## config.mk

```make
export PLATFORM = sky130hd
export DESIGN_NAME = pcf_ctrl
export DESIGN_NICKNAME = d
export VERILOG_FILES = /design/src/hw/rtl/pcf_pkg.sv /design/src/hw/rtl/pcf_ctrl.sv
export SDC_FILE = /design/constraint.sdc
export NUM_CORES = 1
export LEC_CHECK = 0
export BUFFER_PORTS_ARGS = -buffer_cell sky130_fd_sc_hd__buf_2
export CAP_MARGIN = 10
export CORE_ASPECT_RATIO = 1.5
export CORE_MARGIN = 2
export CORE_UTILIZATION = 30
export CTS_BUF_LIST = sky130_fd_sc_hd__clkbuf_4 sky130_fd_sc_hd__clkbuf_8
export DETAILED_ROUTE_END_ITERATION = 8
export HOLD_SLACK_MARGIN = 0.05
export SLEW_MARGIN = 20
export SYNTH_ARGS = -nofsm -noshare
export SYNTH_HDL_FRONTEND = slang
export SYNTH_SLANG_ARGS = --single-unit
```

## constraint.sdc

```tcl
create_clock -name clk -period 7.8 [get_ports clk]
set_input_delay 0.78 -clock clk [delete_from_list [all_inputs] [get_ports clk]]
set_output_delay 0.78 -clock clk [all_outputs]
set_load 0.05 [all_outputs]
```

## src/hw/rtl/pcf_pkg.sv

```systemverilog
package pcf_pkg;

	localparam int MAX_PARTICLES_DEF = 64;

	localparam int POS_W   = 24;
	localparam int CHG_W   = 16;
	localparam int FORCE_W = 48;
	localparam int CUT_W   = 52;
	localparam int GAIN_W  = 32;
	localparam int CFG_IDX_W = 1;

	localparam int DIFF_W  = POS_W + 1;
	localparam int AD_W    = POS_W;
	localparam int AQ_W    = 31;
	localparam int R2_W    = 50;
	localparam int ROOT_W  = 25;
	localparam int SREM_W  = 28;
	localparam int NUM_W   = 62;
	localparam int DEN_W   = R2_W + ROOT_W;
	localparam int REM_W   = NUM_W + 24;
	localparam int DSH_W   = DEN_W + 47;
	localparam int MAG_W   = 48;
	localparam int TERM_W  = MAG_W + 1;
	localparam int TFULL_W = 73;
	localparam int MUL_W   = 32;
	localparam int PROD_W  = 2 * MUL_W;

	localparam int SQRT_STEPS = 25;
	localparam int DIV_STEPS  = 48;
	localparam int STEP_W     = 6;

	localparam logic [CUT_W-1:0]  CUTOFF_RST = {CUT_W{1'b1}};
	localparam logic [GAIN_W-1:0] GAIN_RST   = 32'h0001_0000;
	localparam logic [MAG_W-1:0]  MAG_LIM    = 48'h8000_0000_0000;

	localparam logic [CFG_IDX_W-1:0] CFG_CUTOFF = 1'b0;
	localparam logic [CFG_IDX_W-1:0] CFG_GAIN   = 1'b1;

	typedef struct packed {
		logic signed [POS_W-1:0] pos_x;
		logic signed [POS_W-1:0] pos_y;
		logic signed [POS_W-1:0] pos_z;
		logic signed [CHG_W-1:0] charge;
		logic                    last_particle;
	} particle_t;

	typedef struct packed {
		logic signed [FORCE_W-1:0] force_x;
		logic signed [FORCE_W-1:0] force_y;
		logic signed [FORCE_W-1:0] force_z;
		logic                      last_force;
	} result_t;

	typedef enum logic [3:0] {
		MUL_NONE, MUL_SQX, MUL_SQY, MUL_SQZ, MUL_Q, MUL_NUM,
		MUL_DEN0, MUL_DEN1, MUL_T0, MUL_T1
	} mul_op_t;

	typedef enum logic [1:0] {AXIS_X, AXIS_Y, AXIS_Z} axis_t;

	typedef enum logic [1:0] {ACC_NONE, ACC_ZERO, ACC_ADD, ACC_SUB} acc_wr_t;

	typedef struct packed {
		logic    store_we;
		logic    diff_ld;
		mul_op_t mul_op;
		axis_t   axis;
		logic    sqrt_ld;
		logic    sqrt_step;
		logic    div_ld;
		logic    div_step;
		acc_wr_t acc_wr;
		logic    out_ld;
		logic    out_last;
	} dp_cmd_t;

	typedef struct packed {
		logic skip;
	} dp_sts_t;

endpackage

```

## src/hw/rtl/pcf_ctrl.sv

```systemverilog
module pcf_ctrl import pcf_pkg::*; #(
	parameter int MAX_PARTICLES = MAX_PARTICLES_DEF,
	localparam int IW = $clog2(MAX_PARTICLES),
	localparam int CW = $clog2(MAX_PARTICLES + 1)
) (
	input  logic          clk,
	input  logic          arst_n,
	input  logic          particle_valid,
	output logic          particle_ready,
	input  logic          last_in,
	output logic          result_valid,
	input  logic          result_ready,
	output logic [IW-1:0] st_waddr,
	output logic [IW-1:0] st_raddr_i,
	output logic [IW-1:0] st_raddr_j,
	output logic [IW-1:0] acc_waddr,
	output logic [IW-1:0] acc_raddr,
	output dp_cmd_t       cmd,
	input  dp_sts_t       sts
);

	typedef enum logic [24:0] {
		ST_IDLE    = 25'd1 << 0,
		ST_CLR     = 25'd1 << 1,
		ST_RD      = 25'd1 << 2,
		ST_DIFF    = 25'd1 << 3,
		ST_SQX     = 25'd1 << 4,
		ST_SQY     = 25'd1 << 5,
		ST_SQZ     = 25'd1 << 6,
		ST_MQ      = 25'd1 << 7,
		ST_CHK     = 25'd1 << 8,
		ST_SQRT_LD = 25'd1 << 9,
		ST_SQRT    = 25'd1 << 10,
		ST_DEN0    = 25'd1 << 11,
		ST_DEN1    = 25'd1 << 12,
		ST_DEN_W   = 25'd1 << 13,
		ST_DIV_LD  = 25'd1 << 14,
		ST_DIV     = 25'd1 << 15,
		ST_T0      = 25'd1 << 16,
		ST_T1      = 25'd1 << 17,
		ST_AR_I    = 25'd1 << 18,
		ST_AW_I    = 25'd1 << 19,
		ST_AW_J    = 25'd1 << 20,
		ST_NEXT    = 25'd1 << 21,
		ST_ORD     = 25'd1 << 22,
		ST_OLD     = 25'd1 << 23,
		ST_OUT     = 25'd1 << 24
	} state_t;

	state_t            state_q;
	logic [CW-1:0]     count_q, n_m1;
	logic [IW-1:0]     i_q, j_q, k_q;
	logic [STEP_W-1:0] step_q;
	axis_t             axis_q;
	logic              k_last;

	assign n_m1 = count_q - CW'(1);
	assign k_last = (CW'(k_q) == n_m1);

	assign particle_ready = (state_q == ST_IDLE);
	assign result_valid = (state_q == ST_OUT);
	assign st_waddr = count_q[IW-1:0];
	assign st_raddr_i = i_q;
	assign st_raddr_j = j_q;
	assign acc_raddr = (state_q == ST_AW_I) ? j_q : ((state_q == ST_ORD) ? k_q : i_q);
	assign acc_waddr = (state_q == ST_CLR) ? k_q : ((state_q == ST_AW_J) ? j_q : i_q);

	always_comb begin
		cmd = '0;
		cmd.axis = axis_q;
		cmd.out_last = k_last;
		case (state_q)
			ST_IDLE:    cmd.store_we = particle_valid && (count_q < CW'(MAX_PARTICLES));
			ST_CLR:     cmd.acc_wr = ACC_ZERO;
			ST_DIFF:    cmd.diff_ld = 1'b1;
			ST_SQX:     cmd.mul_op = MUL_SQX;
			ST_SQY:     cmd.mul_op = MUL_SQY;
			ST_SQZ:     cmd.mul_op = MUL_SQZ;
			ST_MQ:      cmd.mul_op = MUL_Q;
			ST_SQRT_LD: begin
				cmd.sqrt_ld = 1'b1;
				cmd.mul_op = MUL_NUM;
			end
			ST_SQRT:    cmd.sqrt_step = 1'b1;
			ST_DEN0:    cmd.mul_op = MUL_DEN0;
			ST_DEN1:    cmd.mul_op = MUL_DEN1;
			ST_DIV_LD:  cmd.div_ld = 1'b1;
			ST_DIV:     cmd.div_step = 1'b1;
			ST_T0:      cmd.mul_op = MUL_T0;
			ST_T1:      cmd.mul_op = MUL_T1;
			ST_AW_I:    cmd.acc_wr = ACC_ADD;
			ST_AW_J:    cmd.acc_wr = ACC_SUB;
			ST_OLD:     cmd.out_ld = 1'b1;
			default:    ;
		endcase
	end

	always_ff @(posedge clk or negedge arst_n) begin
		if (!arst_n) begin
			state_q <= ST_IDLE;
			count_q <= '0;
			i_q <= '0;
			j_q <= '0;
			k_q <= '0;
			step_q <= '0;
			axis_q <= AXIS_X;
		end else begin
			case (state_q)
				ST_IDLE: begin
					if (particle_valid) begin
						if (count_q < CW'(MAX_PARTICLES)) begin
							count_q <= count_q + CW'(1);
						end
						if (last_in) begin
							k_q <= '0;
							state_q <= ST_CLR;
						end
					end
				end
				ST_CLR: begin
					if (k_last) begin
						k_q <= '0;
						i_q <= '0;
						j_q <= IW'(1);
						state_q <= (count_q < CW'(2)) ? ST_ORD : ST_RD;
					end else begin
						k_q <= k_q + IW'(1);
					end
				end
				ST_RD:   state_q <= ST_DIFF;
				ST_DIFF: state_q <= ST_SQX;
				ST_SQX:  state_q <= ST_SQY;
				ST_SQY:  state_q <= ST_SQZ;
				ST_SQZ:  state_q <= ST_MQ;
				ST_MQ:   state_q <= ST_CHK;
				ST_CHK:  state_q <= sts.skip ? ST_NEXT : ST_SQRT_LD;
				ST_SQRT_LD: begin
					step_q <= '0;
					state_q <= ST_SQRT;
				end
				ST_SQRT: begin
					if (step_q == STEP_W'(SQRT_STEPS - 1)) begin
						state_q <= ST_DEN0;
					end else begin
						step_q <= step_q + STEP_W'(1);
					end
				end
				ST_DEN0:  state_q <= ST_DEN1;
				ST_DEN1:  state_q <= ST_DEN_W;
				ST_DEN_W: state_q <= ST_DIV_LD;
				ST_DIV_LD: begin
					step_q <= '0;
					state_q <= ST_DIV;
				end
				ST_DIV: begin
					if (step_q == STEP_W'(DIV_STEPS - 1)) begin
						axis_q <= AXIS_X;
						state_q <= ST_T0;
					end else begin
						step_q <= step_q + STEP_W'(1);
					end
				end
				ST_T0: state_q <= ST_T1;
				ST_T1: begin
					case (axis_q)
						AXIS_X: begin
							axis_q <= AXIS_Y;
							state_q <= ST_T0;
						end
						AXIS_Y: begin
							axis_q <= AXIS_Z;
							state_q <= ST_T0;
						end
						default: state_q <= ST_AR_I;
					endcase
				end
				ST_AR_I: state_q <= ST_AW_I;
				ST_AW_I: state_q <= ST_AW_J;
				ST_AW_J: state_q <= ST_NEXT;
				ST_NEXT: begin
					// Pairs run in ascending i, then ascending j above i.
					if (CW'(j_q) == n_m1) begin
						if (CW'(i_q) == n_m1 - CW'(1)) begin
							k_q <= '0;
							state_q <= ST_ORD;
						end else begin
							i_q <= i_q + IW'(1);
							j_q <= i_q + IW'(2);
							state_q <= ST_RD;
						end
					end else begin
						j_q <= j_q + IW'(1);
						state_q <= ST_RD;
					end
				end
				ST_ORD: state_q <= ST_OLD;
				ST_OLD: state_q <= ST_OUT;
				ST_OUT: begin
					if (result_ready) begin
						if (k_last) begin
							count_q <= '0;
							state_q <= ST_IDLE;
						end else begin
							k_q <= k_q + IW'(1);
							state_q <= ST_ORD;
						end
					end
				end
				default: state_q <= ST_IDLE;
			endcase
		end
	end

	a_count_bound: assert property (@(posedge clk) disable iff (!arst_n)
		count_q <= CW'(MAX_PARTICLES))
		else $error("particle count beyond store depth");

	a_pair_order: assert property (@(posedge clk) disable iff (!arst_n)
		(state_q == ST_RD) |-> (i_q < j_q) && (CW'(j_q) < count_q))
		else $error("pair indexes out of order");

	a_out_index: assert property (@(posedge clk) disable iff (!arst_n)
		(state_q == ST_OUT) |-> (CW'(k_q) < count_q))
		else $error("result index beyond stored particles");

	a_last_starts: assert property (@(posedge clk) disable iff (!arst_n)
		(state_q == ST_IDLE && particle_valid && last_in) |=> (state_q == ST_CLR))
		else $error("last particle did not start the evaluation");

endmodule
```

After elaboration in Yosys (flattened, before gate mapping)
Cells that the tools add are included.

operators by class
  equal/unequal tests = 47
  reductions and logical operators = 16
  $add $sub $neg = 8
  order comparisons = 2
  mux-type cells = 53

operators by type and width
  kind                                                   number
  case mux 25 bit (25 select lines)                      1
  two-way mux 25 bit                                     7
  two-way mux 6 bit                                      19
  two-way mux 23 bit                                     3
  case mux 4 bit (9 select lines)                        1
  two-way mux 7 bit                                      4
  equality test 25 x 1 -> 1 bit, second input constant   1
  equality test 25 x 10 -> 1 bit, second input constant  1
  equality test 25 x 11 -> 1 bit, second input constant  1
  equality test 25 x 12 -> 1 bit, second input constant  1
  equality test 25 x 13 -> 1 bit, second input constant  1
  equality test 25 x 14 -> 1 bit, second input constant  1
  equality test 25 x 15 -> 1 bit, second input constant  1
  equality test 25 x 16 -> 1 bit, second input constant  1
  equality test 25 x 17 -> 1 bit, second input constant  1
  equality test 25 x 18 -> 1 bit, second input constant  1
  equality test 25 x 19 -> 1 bit, second input constant  1
  equality test 25 x 2 -> 1 bit, second input constant   1
  equality test 25 x 20 -> 1 bit, second input constant  1
  equality test 25 x 21 -> 1 bit, second input constant  1
  equality test 25 x 22 -> 1 bit, second input constant  1
  equality test 25 x 23 -> 1 bit, second input constant  1
  equality test 25 x 24 -> 1 bit, second input constant  1
  equality test 25 bit, second input constant            1
  other kinds (41)                                       73

storage, ports and cells
  input bits = 6
  bits in registers = 58
  output and inout bits = 48
  logic and storage cells = 133

Logic depth before layout (Yosys ltp)
Gate-level depths: netlist of the first run.

  depth after elaboration = 6
  gate-level depth with buffers = 11
  depth with buffers taken out = 9

Least setup slack after synthesis of the first run
No wires, ideal clock.

  path type = register to output
  from = register state_q[1]
  to = output cmd[12] (netlist bit)
  path buffers = 0
  stages on the path, launching flop included = 5
  data arrival time = 3.505 ns
  setup slack = 3.515 ns
  data required time = 7.020 ns
  cells stage by stage = dfrtp_1 nor4_2 nand4_1 nor4_1 or4_1

RTL lines
  element                 line             source
  from (decl)             pcf_ctrl.sv:50   state_t state_q;
  from (signal assigned)  pcf_ctrl.sv:125  state_q <= (count_q < CW'(2)) ? ST_ORD : ST_RD;
  from (signal assigned)  pcf_ctrl.sv:136  ST_CHK: state_q <= sts.skip ? ST_NEXT : ST_SQRT_LD;
  to (decl)               pcf_ctrl.sv:18   output dp_cmd_t cmd,

==> results of run 1 <==
-- cells in the mapped netlist (5+ instances only) --
library cell / number
nand3_1: 16
or4_1: 8
nor2_1: 37
nor4_1: 18
a21oi_1: 5
nand2b_1: 7
a31oi_1: 6
or3_1: 9
nor3b_1: 15
buf_4: 7
nor3_1: 20
o21ai_0: 20
mux2i_1: 11
xor2_1: 16
nor2b_1: 5
nand2_1: 61
dfrtp_1: 57
nand3b_1: 6
or2_2: 6
o211ai_1: 10
a211oi_1: 5
clkbuf_1: 15
a211o_1: 5
nand4_1: 10
inv_1: 19
buf_2: 7
ha_1: 11
xnor2_1: 20
-- worst reg2reg max path, delay by kind of cell (launching register included) --
family          cells  cell delay (ns)
compound gates      3             1.00
xor+xnor            1             0.18
fa+ha+maj           1             0.44
buf+inv             1             0.17
flops               1             0.69
simple gates        3             1.00
-- layer usage --
metal  GRT usage, %  routed length (um)
met5              0                   0
met4           7.68                 455
met3           2.92                 676
met2           32.2                7330
met1           19.1                5490
-- logic make-up after synthesis --
kind of cell	Yosys count
XOR/XNOR	43
multiplexers	15
AO/OA/AOI/OAI	93
AND/OR/NAND/NOR	249
adder cells (fa/ha/maj)	11
flip-flops	58
buffers and inverters	56
-- layout make-up --
class	count	area share [%]
Multi-Input combinational cell	411	56.0
Sequential cell	58	28.2
Timing Repair Buffer	58	5.87
Tap cell	199	4.83
Clock buffer	14	3.62
Inverter	19	1.38
Clock inverter	1	0.146
-- final timing paths --
| check | startpoint | endpoint | slack (ns) | cells after the start |
|---|---|---|---|---|
| min in group asynchronous | arst_n | step_q[0]$_DFFE_PN0P_ | 0.60 | 2 |
| worst max-delay path | state_q[20]$_DFFE_PN0P_ | cmd[12] | 3.45 | 7 |
| worst max register to register | count_q[0]$_DFFE_PN0P_ | st_raddr_j[0]$_DFFE_PN0P_ | 4.20 | 9 |
| worst min register to register | state_q[24]$_DFFE_PN0P_ | state_q[14]$_DFFE_PN0P_ | 0.53 | 1 |
| worst min-delay path | state_q[24]$_DFFE_PN0P_ | state_q[14]$_DFFE_PN0P_ | 0.53 | 1 |
| max in group asynchronous | arst_n | k_q[4]$_DFFE_PN0P_ | 6.68 | 2 |
-- per-stage QoR --
| step | hold slack (ns) | power (mW) |
|---|---|---|
| after floorplan | 0.476 | 0.966 |
| after global placement | 0.495 | 1.07 |
| after detailed placement | 0.524 | 1.09 |
| after CTS | 0.537 | 1.38 |
| after global routing | 0.551 | 1.46 |
| final | 0.534 | 1.37 |
-- flip-flops by register name, summed over array words and instances (netlist names) --
name / count
st_raddr_i: 6
count_q: 7
k_q: 6
step_q: 6
st_raddr_j: 6
axis_q: 2
state_q: 25
-- power groups by stage --
stage	registers, mW	logic, mW	clock network [mW]
2_1_floorplan	0.366	0.600	0
3_3_place_gp	0.409	0.658	0
3_5_place_dp	0.412	0.679	0
4_1_cts	0.406	0.682	0.287
5_1_grt	0.415	0.742	0.300
6_report	0.407	0.684	0.279
-- layout by cell type, fill, tap and decap left out, types with 13 or more instances in the layout --
| master | Yosys | final |
|---|---|---|
| nor3_1 | 20 | 20 |
| nand2_1 | 61 | 61 |
| nor4_1 | 18 | 17 |
| clkbuf_8 | 1 | 13 |
| xnor2_1 | 20 | 20 |
| dfrtp_1 | 57 | 57 |
| nor3b_1 | 15 | 15 |
| xor2_1 | 16 | 16 |
| o21ai_0 | 20 | 20 |
| buf_2 | 7 | 53 |
| nand3_1 | 16 | 16 |
| inv_1 | 19 | 19 |
| nor2_1 | 37 | 37 |
==> results.cfg, run 1 <==
[run_status]
status = finished, final reports clean

[global_routing]
overflow = 0
grt_max_degree = 59
antenna_found_initial = 0
grt_pass1_vias = 4275
grt_usage_pct = 17.3
grt_pass1_wl_um = 22400

[synthesis]
synth.area.top_cells = dfrtp_1 31%, nand2_1 5.0%, xnor2_1 3.8%
syn_area_um2 = 4620
synth_top_family_by_area = simple AND/OR/NAND/NOR gates
yosysSeqAreaShare_pct = 31.4
yosys.area.top_type = dfrtp_1
async_reset_ff_share_pct = 100
synth-edff-count = 0
synth_ff_type = dfrtp_1
synth-xor-area-share_pct = 10.2
synthSimpleGateAreaFrac_pct = 30.5
yosys_warnings = 0
synth_mux_area_share_pct = 3.36
syn-mean-instance-area_um2 = 8.80
synth_cells = 525
synth_compound_area_share_pct = 15.1
syn_nets = 542
synth_fa_ha_area_share_pct = 2.98
synth_top_area_share_pct = 30.9
ys_seq_elements = 58
synth_cell_types = 88

[die]
io_pins = 54
die_h_um = 156
die_width_um = 105
row_count = 55
die-area_um2 = 16400
start_util_pct = 30.7
core_um2 = 15100

[clock_tree]
worstSkewPairLatency_ns = 0.35
cts.sinks = 58
cts_resized = 0
cts_tree = built
cts_setup_buffers = 0
clockBufferDepth = 2
cts_root_buffer = clkbuf_8
clk_pin_slew_ns = 0.07
ctsHoldBuffers = 0
numCtsBuffers = 9
htree_levels = 3

[setup_path]
critPathMaxStageDelay_ns = 0.57
criticalPathCategory = flop to output pin
cp_max_fo = 7
cp-start-kind = flop
cp.arrival_ns = 3.57
crit_required_ns = 7.02
crit_chain = nor4_1 > nand4_1 > or3_1 > or3_1 > nor3b_1 > or4_1 > buf_2
slowest_stage = nor4_1
crit_path_frequent_cell = or3_1
critPathBufInv = 1
critPathTopFamily = simple AND/OR/NAND/NOR gates
critPathCaptureType = output pin

[place]
placed_cells = 745
pre_cts_ws_ns = 3.94
place.gp.congestion = 0.852
io_buffer_count = 53
place_hpwl_um = 10500
detailed_place.area_um2 = 4960

[sta]
period_needed_ns = 4.35
slew_headroom_pct = 43.7
rsz0062_at_grt = false
finalCritPeriodShare_pct = 55.7
finalHoldViolCount = 0
tns_ns = 0
worst_slack_ns = 3.45
slew_viol_final = 0
setup_viol = 0
fmax_mhz = 230
fin_skew_ns = 0.0116
worst_slew_pin_slew_ns = 0.837

[layout]
drive_gt1_share_pct = 18.9
fin_cells = 760
nets = 574
fin_area_um2 = 5160
diodes = 0
utilization_pct = 34.2
seqCellArea_um2 = 1450
multiInputGateArea_um2 = 2890
syn_to_final_growth_pct = 11.6
fillCellCount = 1582

[power]
internal_power_mw = 0.728
power_frac_comb_pct = 49.9
p_clk_share_pct = 20.4
peakVddDrop_v = 0.000124
sw_frac_of_total_pct = 46.9
pwr-share-seq_pct = 29.7
p_sw_mw = 0.643
p_leak_nw = 2.29
p_per_area_nw_per_um2 = 266

[min_path]
hold_class = flop to flop

[detailed_routing]
wl_um = 14000
wl_per_cell_um = 18.4
drtIter0Drc = 271
post-route-drc-count = 0
drt_pre_antenna_iters = 5
route.antenna.remaining_nets = 0
dr_total_vias = 4174
via_per_inst = 5.49

[job]
maxCapViolCount = 0
(Power assumes the default switching activity.)
==> run 2: changes to the inputs <==
Clock period 7.8 ns to 4.3 ns, I/O delays scaled along.
==> run 2 against run 1 <==
Compared with the run above:
- sequential share of layout area down 0.32 points
- critical path depth up 1
- hold slack worse by 0.29 ns
- global-route usage down 0.19 points
- final cell count up 0.79%
- clock skew down 0.0027 ns
- cell area up 1.1%
- first-iteration DRC count up 9.6%
- clock power up 97%
- highest routed layer unchanged
- sequential power up 71%
- utilization up 0.39 points
- routed wire length down 1.4%
==> results.cfg, run 2 (same netlist as run 1, synthesis figures left out) <==
[run_status]
status = finished, final reports clean

[setup_path]
critPathCaptureType = output pin
worstRegToRegCells = 9
r2r_slack_ns = 0.93
crit_end = acc_waddr[0]
crit_required_ns = 3.87
cp_max_fo = 11
criticalPathCategory = flop to output pin
cp-start-kind = flop
startpoint = state_q[8]$_DFFE_PN0P_
cp.arrival_ns = 3.56
r2r-end = k_q[1]$_DFFE_PN0P_
rr_startpoint = count_q[2]$_DFFE_PN0P_

[power]
peakVddDrop_v = 0.000226
p_leak_nw = 2.33
p_per_area_nw_per_um2 = 490

[die]
row_count = 55
die-area_um2 = 16400
die_width_um = 105
io_pins = 54
start_util_pct = 30.7
core_um2 = 15100
die_h_um = 156

[global_routing]
grt_pass1_vias = 4232
grt_max_degree = 59
antenna_found_initial = 0
grt_pass1_wl_um = 22100
grt_usage_pct = 17.2
overflow = 0

[clock_tree]
htree_levels = 3
worstSkewPairLatency_ns = 0.35
cts_root_buffer = clkbuf_8
ctsHoldBuffers = 0
cts.sinks = 58
clockBufferDepth = 2
cts_setup_buffers = 0
cts_tree = built
clk_pin_slew_ns = 0.07
numCtsBuffers = 9
cts_resized = 0

[min_path]
hold_class = primary input to async pin

[layout]
final_cell_mix = 61 x nand2_1, 57 x dfrtp_1, 53 x buf_2
diodes = 0
fillCellCount = 1574
regMostFlops = state_q
nets = 579
multiInputGateArea_um2 = 2890
largest_reg_flops = 25
mostFrequentLayoutCell = nand2_1
fin_cells = 766
seqCellArea_um2 = 1450
drive_gt1_share_pct = 19.8
top_regs = state_q: 25 flops, count_q: 7 flops
syn_to_final_growth_pct = 12.9

[sta]
worst_slew_pin_slew_ns = 0.793
fin_skew_ns = 0.00894
rsz0062_at_grt = false
setup_viol = 0
finalHoldViolCount = 0
slew_headroom_pct = 46.6
period_needed_ns = 3.99
finalCritPeriodShare_pct = 92.8
tns_ns = 0
fmax_mhz = 251
worst_slack_ns = 0.311
slew_viol_final = 0

[detailed_routing]
post-route-drc-count = 0
via_per_inst = 5.52
drt_pre_antenna_iters = 4
wl_um = 13800
wl_per_cell_um = 18.0
dr_total_vias = 4229
route.antenna.remaining_nets = 0
drtIter0Drc = 297

[place]
pre_cts_ws_ns = 0.741
place.gp.congestion = 0.890
io_buffer_count = 53
place_hpwl_um = 10500
placed_cells = 750

[job]
maxCapViolCount = 0
-- run 2: cell types whose count changed in the layout (fill, tap and decap cells not counted) --
cell and delta:
buf_4 +5, bufinv_16 +1, clkbuf_4 +1, clkbuf_8 -1, clkinv_2 +1, clkinvlp_4 -1
-- run 2: routing by layer --
metal	GRT usage (%)	wire length (um)
met5	0	0
met4	8.83	458
met3	3.22	552
met2	30.7	7270
met1	19.3	5480
-- run 2: layout make-up --
| cell class | count | share of cell area [%] |
|---|---|---|
| Timing Repair Buffer | 63 | 6.53 |
| Clock buffer | 14 | 3.45 |
| Tap cell | 199 | 4.77 |
| Clock inverter | 2 | 0.672 |
| Multi-Input combinational cell | 411 | 55.4 |
| Sequential cell | 58 | 27.9 |
| Inverter | 19 | 1.37 |
-- run 2: how the worst min path moves through the flow --
stage / startpoint / end / depth (start not counted)
finish: arst_n / step_q[2]$_DFFE_PN0P_ / 2
global route: sts / state_q[9]$_DFFE_PN0P_ / 2
CTS: sts / state_q[9]$_DFFE_PN0P_ / 2
detailed placement: state_q[24]$_DFFE_PN0P_ / state_q[14]$_DFFE_PN0P_ / 1
global placement: state_q[24]$_DFFE_PN0P_ / state_q[14]$_DFFE_PN0P_ / 1
floorplan: arst_n / axis_q[0]$_DFFE_PN0P_ / 0
-- run 2: per-stage QoR --
step | util [%] | hold slack, ns | area [um2] | power (mW)
after floorplan | - | 0.134 | 4620 | 1.75
after global placement | 33.1 | 0.504 | 4990 | 1.98
after detailed placement | 33.2 | 0.514 | 5000 | 2.00
after CTS | 34.6 | 0.246 | 5220 | 2.56
after global routing | 34.6 | 0.253 | 5220 | 2.72
final | 34.6 | 0.240 | 5220 | 2.56
-- run 2: critical path, stage by stage (launching register included) --
cell	delay (ns)
dfrtp_1	0.42
nor4_2	0.57
nand4_2	0.35
nor3_1	0.51
nand3b_1	0.59
nor2_1	0.24
a21oi_1	0.05
o21ai_0	0.18
buf_2	0.29
-- run 2: where the power goes --
part           total [mW]  switching, mW  internal [mW]  leakage (nW)
logic                1.31          0.827          0.481          1.42
registers           0.698          0.105          0.592         0.796
clock network       0.550          0.222          0.327         0.114
